$ cat src/hdl/lse_pkg.sv
// ----------------------------------------------------------------------------
// lse_pkg
// Shared constants for the Legendre symbol (Euler criterion) block.
// ----------------------------------------------------------------------------
package lse_pkg;

    localparam int VALUE_BITS_DEF = 16;
    localparam int MODULUS_RESET  = 13;

    // symbol codes, two's complement
    localparam logic [1:0] SYM_ZERO = 2'b00;
    localparam logic [1:0] SYM_POS  = 2'b01;
    localparam logic [1:0] SYM_NEG  = 2'b11;

endpackage

$ cat src/hdl/lse_cell.sv
// ----------------------------------------------------------------------------
// lse_cell
// One bit step of a modular multiply: acc = (2*acc + y_msb*x) mod q.
// ----------------------------------------------------------------------------
module lse_cell #(
    parameter int VALUE_BITS = lse_pkg::VALUE_BITS_DEF
) (
    input  logic                  clk,
    input  logic                  rst_n,
    input  logic                  adv,
    input  logic [VALUE_BITS-1:0] q,
    input  logic                  v_in,
    input  logic [VALUE_BITS-1:0] acc_in,
    input  logic [VALUE_BITS-1:0] x_in,
    input  logic [VALUE_BITS:0]   y_in,
    input  logic [VALUE_BITS-1:0] base_in,
    output logic                  v_reg,
    output logic [VALUE_BITS-1:0] acc_reg,
    output logic [VALUE_BITS-1:0] x_reg,
    output logic [VALUE_BITS:0]   y_reg,
    output logic [VALUE_BITS-1:0] base_reg
);

    localparam int W = VALUE_BITS;

    logic [W+1:0] sum;
    logic [W+1:0] q_ext;
    logic [W+1:0] t1;
    logic [W+1:0] t2;
    logic [W-1:0] acc_next;

    // acc, x below q, so the sum stays under 3q: at most two subtractions
    always_comb
    begin
        q_ext    = {2'b00, q};
        sum      = {1'b0, acc_in, 1'b0} + (y_in[W] ? {2'b00, x_in} : '0);
        t1       = (sum >= q_ext) ? (sum - q_ext) : sum;
        t2       = (t1 >= q_ext) ? (t1 - q_ext) : t1;
        acc_next = t2[W-1:0];
    end

    always_ff @(posedge clk or negedge rst_n)
    begin
        if (!rst_n)
        begin
            v_reg <= 1'b0;
        end
        else if (adv)
        begin
            v_reg <= v_in;
        end
    end

    always_ff @(posedge clk)
    begin
        if (adv)
        begin
            acc_reg  <= acc_next;
            x_reg    <= x_in;
            y_reg    <= {y_in[W-1:0], 1'b0};
            base_reg <= base_in;
        end
    end

endmodule

$ cat config.mk
export PLATFORM = sky130hd
export DESIGN_NAME = lse_cell
export DESIGN_NICKNAME = d
export VERILOG_FILES = /design/src/hdl/lse_pkg.sv /design/src/hdl/lse_cell.sv
export SDC_FILE = /design/constraint.sdc
export NUM_CORES = 1
export LEC_CHECK = 0
export BUFFER_PORTS_ARGS = -buffer_cell sky130_fd_sc_hd__clkbuf_2
export CORE_UTILIZATION = 50
export CTS_CLUSTER_SIZE = 12
export DETAILED_ROUTE_END_ITERATION = 8
export PLACE_DENSITY = 0.74
export SYNTH_ARGS = -nofsm -noshare
export SYNTH_HDL_FRONTEND = slang
export SYNTH_SLANG_ARGS = --single-unit
$ cat constraint.sdc
create_clock -name clk -period 1.75 [get_ports clk]
set_input_delay 0.175 -clock clk [delete_from_list [all_inputs] [get_ports clk]]
set_output_delay 0.175 -clock clk [all_outputs]
set_load 0.01 [all_outputs]
==> results of run 1 <==
logic make-up after synthesis:
logic type               count (synthesis)  synth area share [%]
multiplexers                            34                  8.45
flip-flops                              65                  40.3
adder cells (fa/ha/maj)                 50                  13.4
XOR/XNOR                                38                  7.05
other                                    1                0.0777
AO/OA/AOI/OAI                          111                  17.0
AND/OR/NAND/NOR                         99                  10.7
buffers and inverters                   33                  2.98
per-layer routing:
| metal | track usage [%] | up-vias |
|---|---|---|
| met5 | 0 | - |
| li1 | - | 2295 |
| met3 | 8.01 | 102 |
| met2 | 63.2 | 382 |
| met4 | 16.8 | 0 |
| met1 | 39.9 | 2466 |
placed cells by master (no fill, tap or decap), drive strengths merged, types with 6 or more instances in the layout:
| cell type | n |
|---|---|
| clkbuf | 156 |
| xnor2 | 25 |
| a21o | 12 |
| nor3 | 7 |
| o21ai | 16 |
| and2 | 17 |
| nor2b | 6 |
| nand2 | 22 |
| a21oi | 38 |
| nand3 | 6 |
| ha | 47 |
| mux2 | 30 |
| inv | 28 |
| buf | 164 |
| edfxtp | 64 |
| nor2 | 20 |
| xor2 | 13 |
| nand4 | 6 |
| dlygate4sd3 | 23 |
cell type report:
type	instances	area share, %
clock inverter	7	1.00
sequential	65	25.1
tap	129	2.08
multi-input combinational	333	39.1
timing repair buffer	334	29.8
clock buffer	9	1.60
inverter	26	1.26
how the worst max path moves through the flow:
stage / to / start / cells after the start / slack, ps
after global placement: acc_reg[15] / y_in[16] / 27 / -4410
after floorplan: acc_reg[10] / x_in[1] / 30 / -4180
final: acc_reg[8] / y_in[16] / 32 / -4200
after CTS: acc_reg[6] / y_in[16] / 28 / -4100
after detailed placement: acc_reg[4] / y_in[16] / 27 / -4660
after global routing: acc_reg[8] / y_in[16] / 30 / -4330
metrics by stage:
stage / setup WS, ps / util [%] / setup TNS [ps]
floorplan: -4180 / - / -65590
global placement: -4410 / 73.4 / -70060
detailed placement: -4660 / 73.4 / -73940
CTS: -4100 / 81.1 / -65210
global route: -4330 / 83.5 / -68960
finish: -4200 / 83.5 / -66840
power groups by stage:
stage | combinational (W) | sequential (W) | clock, W
after floorplan | 0.00323 | 0.00242 | 0
after global placement | 0.00525 | 0.00227 | 0
after detailed placement | 0.00542 | 0.00227 | 0
after CTS | 0.00607 | 0.00225 | 0.00138
after global routing | 0.00689 | 0.00228 | 0.00148
final | 0.00647 | 0.00226 | 0.00144
timing repair:
action                     4_1_cts  5_1_grt
pin swaps                       35       28
hold buffers                    21        2
setup endpoints to repair       16       16
setup buffers                   16       10
hold endpoints to repair        21        2
gates cloned                     1        0
gates resized for setup         29       24
==> results_dict.tcl, run 1 <==
set metrics [dict create \
    nets 904 \
    core_area_mm2 0.00928 \
    n_fill_cell 513 \
    max_freq_ghz 0.168 \
    reg2regPathDepth 1 \
    grt.overflow.total 0 \
    dr.pass1.iters 6 \
    p_clk_share_pct 14.1 \
    worst_slack_ps -4200 \
    met3RoutedLength_mm 1.79 \
    hold_class "primary input to register" \
    wl_met2_mm 9.38 \
    top_layer_used "met4" \
    synth_area_leaders "edfxtp_1, ha_1, xnor2_1" \
    cts.root.buffer_cell "clkbuf_8" \
    synth_commonest_cells "edfxtp_1, ha_1, a21oi_1" \
    finalMaxSlewViolations 0 \
    antenna_found_initial 0 \
    worst-setup-path-type "primary input to register" \
    numCtsBuffers 9 \
    die_x_um 100 \
    die_h_um 100 \
    status "finished, violations left" \
    avgSynthCellArea_um2 11.2 \
    htreeDepth 3 \
    hp-start "base_in[3]" \
    ys_dominant_reg_cell "edfxtp_1" \
    wl_mm 19.2 \
    synth.distinct_cells 62 \
    ys_ff_latch 65 \
    synth_top_area_share_pct 39.8 \
    seqPwrFrac_pct 22.3 \
    max-vdd-ir-drop_uv 1040 \
    arrival_ps 6060 \
    tightest_slew_ps 519 \
    num_rows 35 \
    clock_path_buffers 2 \
    grt_pass1_vias 5326 \
    worstSetupStartpointType "primary input" \
    cp_data_required_time_ps 1860 \
    powerDensity_mw_per_mm2 1310 \
    synth_area_mm2 0.00483 \
    holdWs_ps 2.70 \
    final.setup_skew_ps 0 \
    wl_per_cell_um 21.2 \
    finalCriticalPeriod_ps 5950 \
    post-route-period-util_pct 340 \
    start_util_pct 52.0 \
    rrSetupSlack_ps 960 \
    setup_viol 16 \
    critPathTopFamily "compound AO/OA/AOI/OAI gates" \
    ys_async_sr_fraction_pct 1.54 \
    path_max_fanout 7 \
    hold_end "base_reg[3]" \
    min_path_cells 1 \
    avgViaCountPerCell 5.81 \
    drc 0 \
    multi_input_area_mm2 0.00303 \
    leakage_nw 3.72 \
    max_stage_delay_ps 360 \
    seq_area_frac_synth_pct 40.3 \
    synth_top_cell_by_area "edfxtp_1" \
    rr_startpoint "v_reg" \
    syn_nets 566 \
    cts_tree "yes" \
    max-slew-margin-rel_pct 65.3 \
    yosysWarnings 0 \
    clkTransAtPathRegs_ps 90 \
    n_antenna_cell 0 \
    rsz0062_at_grt "yes" \
    switchingPower_w 0.00377 \
    grt_usage_pct 35.4 \
    num_vias 5245 \
    synth_edf_count 64 \
    placed_area_mm2 0.00682 \
    io_buffer_count 149 \
    drive_gt1_share_pct 52.8 \
    yosysMostFrequentCell "edfxtp_1" \
    crit_path_top_delay_cell "fa_2" \
    grt_max_degree 66 \
    p_sw_share_pct 37.0 \
    areaGrowthSynthToFinish_pct 60.5 \
    drtAntennaViolNets 0 \
    timing.rr.end "v_reg" \
    dp.cells 837 \
    finalHoldViolations 0 \
    final_cells 903 \
    cp-end-kind "register" \
    ff_latch_area_mm2 0.00195 \
    clock_latency_ps 350 \
    dieArea_mm2 0.0101 \
    gp_congestion 0.943 \
    syn_inst 431 \
    violations "setup timing" \
    drv_cap 0 \
    ios 151 \
    grt_pass1_wl_mm 27.0 \
    power_w 0.0102 \
    p_int_w 0.00640 \
    p_comb_share_pct 63.6 \
    first_iter_violations 470 \
    dp_hpwl_mm 11.0 \
    crit_buf_inv 7 \
    stdcell_area_mm2 0.00775 \
    cts_sinks 65 \
    wl_met1_mm 6.90 \
]
Power figures use the tool's default switching activity.
==> run 2: changes to the inputs <==
CELL_PAD_IN_SITES_DETAIL_PLACEMENT = 1   (was not set)
CELL_PAD_IN_SITES_GLOBAL_PLACEMENT = 1   (was not set)
CORE_UTILIZATION = 40   (was 50)
PLACE_DENSITY = 0.77   (was 0.74)
clock period = 6.64 ns   (was 1.75 ns; I/O delays follow)
==> run 2 against run 1 <==
  * The run ends with DRC left
  * Hold slack gained 91 ps
  * Final cell count shrank 8.9%
  * Sequential cell count is the same
  * Highest routed layer unchanged
  * Combinational power shrank 76%
  * Via count shrank 16%
  * Clock power shrank 66%
  * Critical path depth shrank 3
  * Register-to-register slack gained 4900 ps
  * Largest power group unchanged
  * Die area grew 24%
  * Sequential power shrank 74%
  * Setup slack gained 4300 ps
  * Sequential share of layout area grew 2.9 points
==> results_dict.tcl, run 2 (synthesis gave the netlist of run 1 again) <==
set metrics [dict create \
    status "finished, violations left" \
    violations "DRC" \
    grt_pass1_vias 4800 \
    n_fill_cell 1295 \
    finalMaxSlewViolations 0 \
    dieArea_mm2 0.0125 \
    crit_path_top_delay_cell "fa_2" \
    ios 151 \
    max-vdd-ir-drop_uv 220 \
    htreeDepth 3 \
    start_util_pct 41.6 \
    dp_hpwl_mm 11.7 \
    grt.overflow.total 0 \
    num_vias 4424 \
    clkTransAtPathRegs_ps 50 \
    drv_cap 0 \
    cp_data_required_time_ps 6720 \
    cts_tree "yes" \
    cts_sinks 65 \
    final_common_cell "clkbuf_2" \
    drive_gt1_share_pct 48.2 \
    drc 23 \
    worst_slack_ps 101 \
    finalCriticalPeriod_ps 6540 \
    final.setup_skew_ps 0 \
    dp_slack_ps -255 \
    gp_congestion 0.820 \
    wl_met1_mm 5.96 \
    powerDensity_mw_per_mm2 380 \
    numCtsBuffers 9 \
    path_max_fanout 6 \
    tns_ps 0 \
    leakage_nw 3.26 \
    clock_latency_ps 330 \
    arrival_ps 6620 \
    grt_usage_pct 23.8 \
    nets 810 \
    cp-end-kind "register" \
    grt_max_degree 37 \
    max_freq_ghz 0.153 \
    holdBufCountCts 0 \
    drtAntennaViolNets 0 \
    core_area_mm2 0.0116 \
    areaGrowthSynthToFinish_pct 43.8 \
    cts.root.buffer_cell "clkbuf_16" \
    grt_pass1_wl_mm 23.3 \
    dr.pass1.iters 7 \
    wl_mm 15.6 \
    clock_path_buffers 2 \
    antenna_found_initial 0 \
    layout_common_cells "clkbuf_2, buf_4, edfxtp_1" \
    num_rows 39 \
    dp.cells 792 \
    die_x_um 112 \
    placed_area_mm2 0.00630 \
    die_h_um 112 \
    n_antenna_cell 0 \
    stdcell_area_mm2 0.00694 \
    reg2regPathDepth 1 \
    rrSetupSlack_ps 5900 \
    max-slew-margin-rel_pct 45.7 \
    worst-setup-path-type "primary input to register" \
    final_cells 823 \
    post-route-period-util_pct 98.5 \
    tightest_slew_ps 814 \
    max_stage_delay_ps 390 \
    wl_met2_mm 8.28 \
    finalHoldViolations 0 \
    avgViaCountPerCell 5.38 \
    top_layer_used "met4" \
    met3RoutedLength_um 943 \
    hold_class "primary input to asynchronous set/reset pin" \
    wl_per_cell_um 19.0 \
    setup_viol 0 \
    worstSetupStartpointType "primary input" \
    first_iter_violations 229 \
    io_buffer_count 149 \
]
## run 2: metal layers
| metal | vias to the layer above | global-route usage, % |
|---|---|---|
| met5 | - | 0 |
| met4 | 0 | 7.75 |
| met3 | 35 | 4.79 |
| met2 | 154 | 45.5 |
| met1 | 2121 | 25.9 |
| li1 | 2114 | - |
## run 2: what timing repair did
item                       4_1_cts  5_1_grt
setup endpoints to repair        0       16
hold endpoints to repair         0        0
resized for setup                0       47
setup buffers                    0       14
## run 2: where the power goes
group	internal, W	switching (W)
clock network	0.000300	0.000184
registers	0.000568	0.0000218
logic	0.000816	0.000746
## run 2: critical path, delay by kind of cell
kind / cells / cell delay [ps]
AO/OA/AOI/OAI: 11 / 2120
XOR/XNOR: 1 / 220
adder cells (fa/ha/maj): 5 / 1370
buffers and inverters: 4 / 550
multiplexers: 2 / 660
AND/OR/NAND/NOR: 6 / 1040
## run 2: area by class of cell
| type | instances | area, um^2 | share of cell area, % |
|---|---|---|---|
| multi-input combinational | 333 | 2950 | 42.4 |
| sequential | 65 | 1950 | 28.0 |
| timing repair buffer | 240 | 1470 | 21.2 |
| clock buffer | 11 | 243 | 3.50 |
| tap | 143 | 179 | 2.58 |
| inverter | 26 | 100 | 1.44 |
| clock inverter | 5 | 55.1 | 0.793 |
## run 2: per-stage QoR
step / power [W] / hold WS, ps / utilization [%]
after global routing: 0.00279 / 84.1 / 59.8
after detailed placement: 0.00198 / 439 / 54.3
after global placement: 0.00192 / 440 / 54.3
after CTS: 0.00248 / 82.0 / 56.9
final: 0.00264 / 93.4 / 59.8
after floorplan: 0.00147 / 368 / -
## run 2: path summary, 6_finish.rpt
path	start	end
max	x_in[1]	acc_reg[7]
min	rst_n	v_reg
max reg2reg	v_reg	v_reg
min reg2reg	v_reg	v_reg
max in group asynchronous	rst_n	v_reg
min in group clk	base_in[14]	base_reg[14]
==> run 3: changes to the inputs <==
PLACE_DENSITY = 0.86   (was 0.77)
==> run 3 against run 2 <==
  * The run still ends with DRC left
  * Critical path depth unchanged
  * Utilization is 0.69 points lower
  * Power rose by 1.1%
  * Hold slack about the same
  * Clock power is 6.2% higher
  * Clock skew unchanged
  * First-iteration DRC count is 13% higher
  * Largest cell class unchanged
  * Largest power group unchanged
==> results_dict.tcl, run 3 (synthesis gave the netlist of run 1 again) <==
set metrics [dict create \
    clock_path_buffers 2 \
    status "finished, violations left" \
    path_max_fanout 7 \
    cp_data_required_time_ps 6730 \
    nets 791 \
    leakage_nw 3.18 \
    drtAntennaViolNets 0 \
    max-vdd-ir-drop_uv 177 \
    wl_mm 16.1 \
    finalCriticalPeriod_ps 6620 \
    grt_max_degree 48 \
    areaGrowthSynthToFinish_pct 42.1 \
    power_w 0.00267 \
    grt_pass1_vias 4723 \
    tightest_slew_ps 697 \
    post-route-period-util_pct 99.7 \
    numCtsBuffers 9 \
    hold_class "primary input to asynchronous set/reset pin" \
    final.setup_skew_ps 0 \
    top_layer_used "met4" \
    grt_pass1_wl_mm 22.9 \
    clkTransAtPathRegs_ps 60 \
    grt_usage_pct 23.4 \
    dp_hpwl_mm 11.7 \
    num_vias 4459 \
    num_rows 39 \
    powerDensity_mw_per_mm2 388 \
    n_antenna_cell 0 \
    drc 21 \
    cts.root.buffer_cell "clkbuf_16" \
    max-slew-margin-rel_pct 53.5 \
    grt.overflow.total 0 \
    io_buffer_count 149 \
    gp_congestion 0.871 \
    met3RoutedLength_um 904 \
    rsz0062_at_grt "yes" \
    cts_sinks 65 \
    max_freq_ghz 0.151 \
    cp-end-kind "register" \
    tns_ps 0 \
    holdBufCountCts 0 \
    avgViaCountPerCell 5.55 \
    htreeDepth 3 \
    core_area_mm2 0.0116 \
    crit_path_top_delay_cell "fa_2" \
    first_iter_violations 258 \
    arrival_ps 6710 \
    wl_met1_mm 5.99 \
    start_util_pct 41.6 \
    die_x_um 112 \
    worst-setup-path-type "primary input to register" \
    finalHoldViolations 0 \
    final_common_cell "clkbuf_2" \
    finalMaxSlewViolations 0 \
    drv_cap 0 \
    cts_tree "yes" \
    critPathMostFrequentCell "a21oi_2" \
    clock_latency_ps 330 \
    dr.pass1.iters 6 \
    wl_per_cell_um 20.0 \
    dieArea_mm2 0.0125 \
    die_h_um 112 \
    ios 151 \
    wl_met2_mm 8.47 \
    antenna_found_initial 0 \
    drive_gt1_share_pct 47.0 \
    setup_viol 0 \
    violations "DRC" \
    max_stage_delay_ps 400 \
    layout_common_cells "clkbuf_2, buf_4, edfxtp_1" \
    worstSetupStartpointType "primary input" \
]
==> run 3: cell count changes in the layout (fill, tap and decap cells not counted), moves of 2 or more <==
cell / previous run / this run
ha_1: 43 / 39
xnor2_2: 2 / 0
o21ai_1: 1 / 3
mux2_2: 15 / 10
a21oi_1: 28 / 30
mux2_4: 10 / 16
clkinv_2: 2 / 0
clkinv_4: 0 / 2
buf_8: 0 / 2
ha_4: 4 / 7
a21oi_4: 2 / 0
xnor2_1: 23 / 25
buf_4: 87 / 67
==> run 3: cell type report <==
class | count | area [um^2]
sequential | 65 | 1950
multi-input combinational | 333 | 2970
fill | 1309 | 4750
tap | 143 | 179
clock inverter | 6 | 92.6
inverter | 26 | 100
timing repair buffer | 221 | 1350
clock buffer | 10 | 229
==> run 3: critical path, delay by kind of cell <==
family,cells,cell delay (ps)
buffers and inverters,4,560
XOR/XNOR,1,230
multiplexers,2,640
AO/OA/AOI/OAI,14,2670
AND/OR/NAND/NOR,4,760
adder cells (fa/ha/maj),4,1190
==> run 3: timing repair <==
item / in CTS / in global routing
setup buffers: 2 / 11
pin swaps: 1 / 33
gates resized for setup: 1 / 59
endpoints found under the setup margin: 16 / 16
gates cloned: 0 / 1
==> run 3: path summary, 6_finish.rpt <==
kind / to / depth (start not counted) / slack (ps) / from
worst max-delay path: acc_reg[10] / 29 / 20 / y_in[16]
worst min-delay path: v_reg / 1 / 90 / rst_n
worst max register to register: v_reg / 1 / 5890 / v_reg
worst min register to register: v_reg / 1 / 520 / v_reg
max in group asynchronous: v_reg / 1 / 6460 / rst_n
min in group clk: base_reg[7] / 1 / 500 / base_in[7]
==> run 3: stage by stage <==
stage / util [%] / cells / worst slack [ps] / instance area, um^2 / hold WS (ps)
after floorplan: - / 431 / 25.2 / 4840 / 368
after global placement: 53.0 / 774 / -80.4 / 6160 / 439
after detailed placement: 53.0 / 774 / -343 / 6160 / 440
after CTS: 56.1 / 792 / 6.99 / 6510 / 84.5
after global routing: 59.1 / 804 / -230 / 6860 / 83.1
final: 59.1 / 804 / 21.3 / 6860 / 93.5
==> run 3: where the power goes <==
| part | internal (W) | leakage [nW] | switching (W) |
|---|---|---|---|
| clock | 0.000330 | 0.149 | 0.000184 |
| sequential | 0.000568 | 0.638 | 0.0000231 |
| combinational | 0.000794 | 2.39 | 0.000767 |
==> run 3: layer usage <==
layer | GRT usage [%] | vias up
li1 | - | 2071
met1 | 24.8 | 2157
met2 | 44.8 | 176
met3 | 4.68 | 55
met4 | 9.91 | 0
met5 | 0 | -
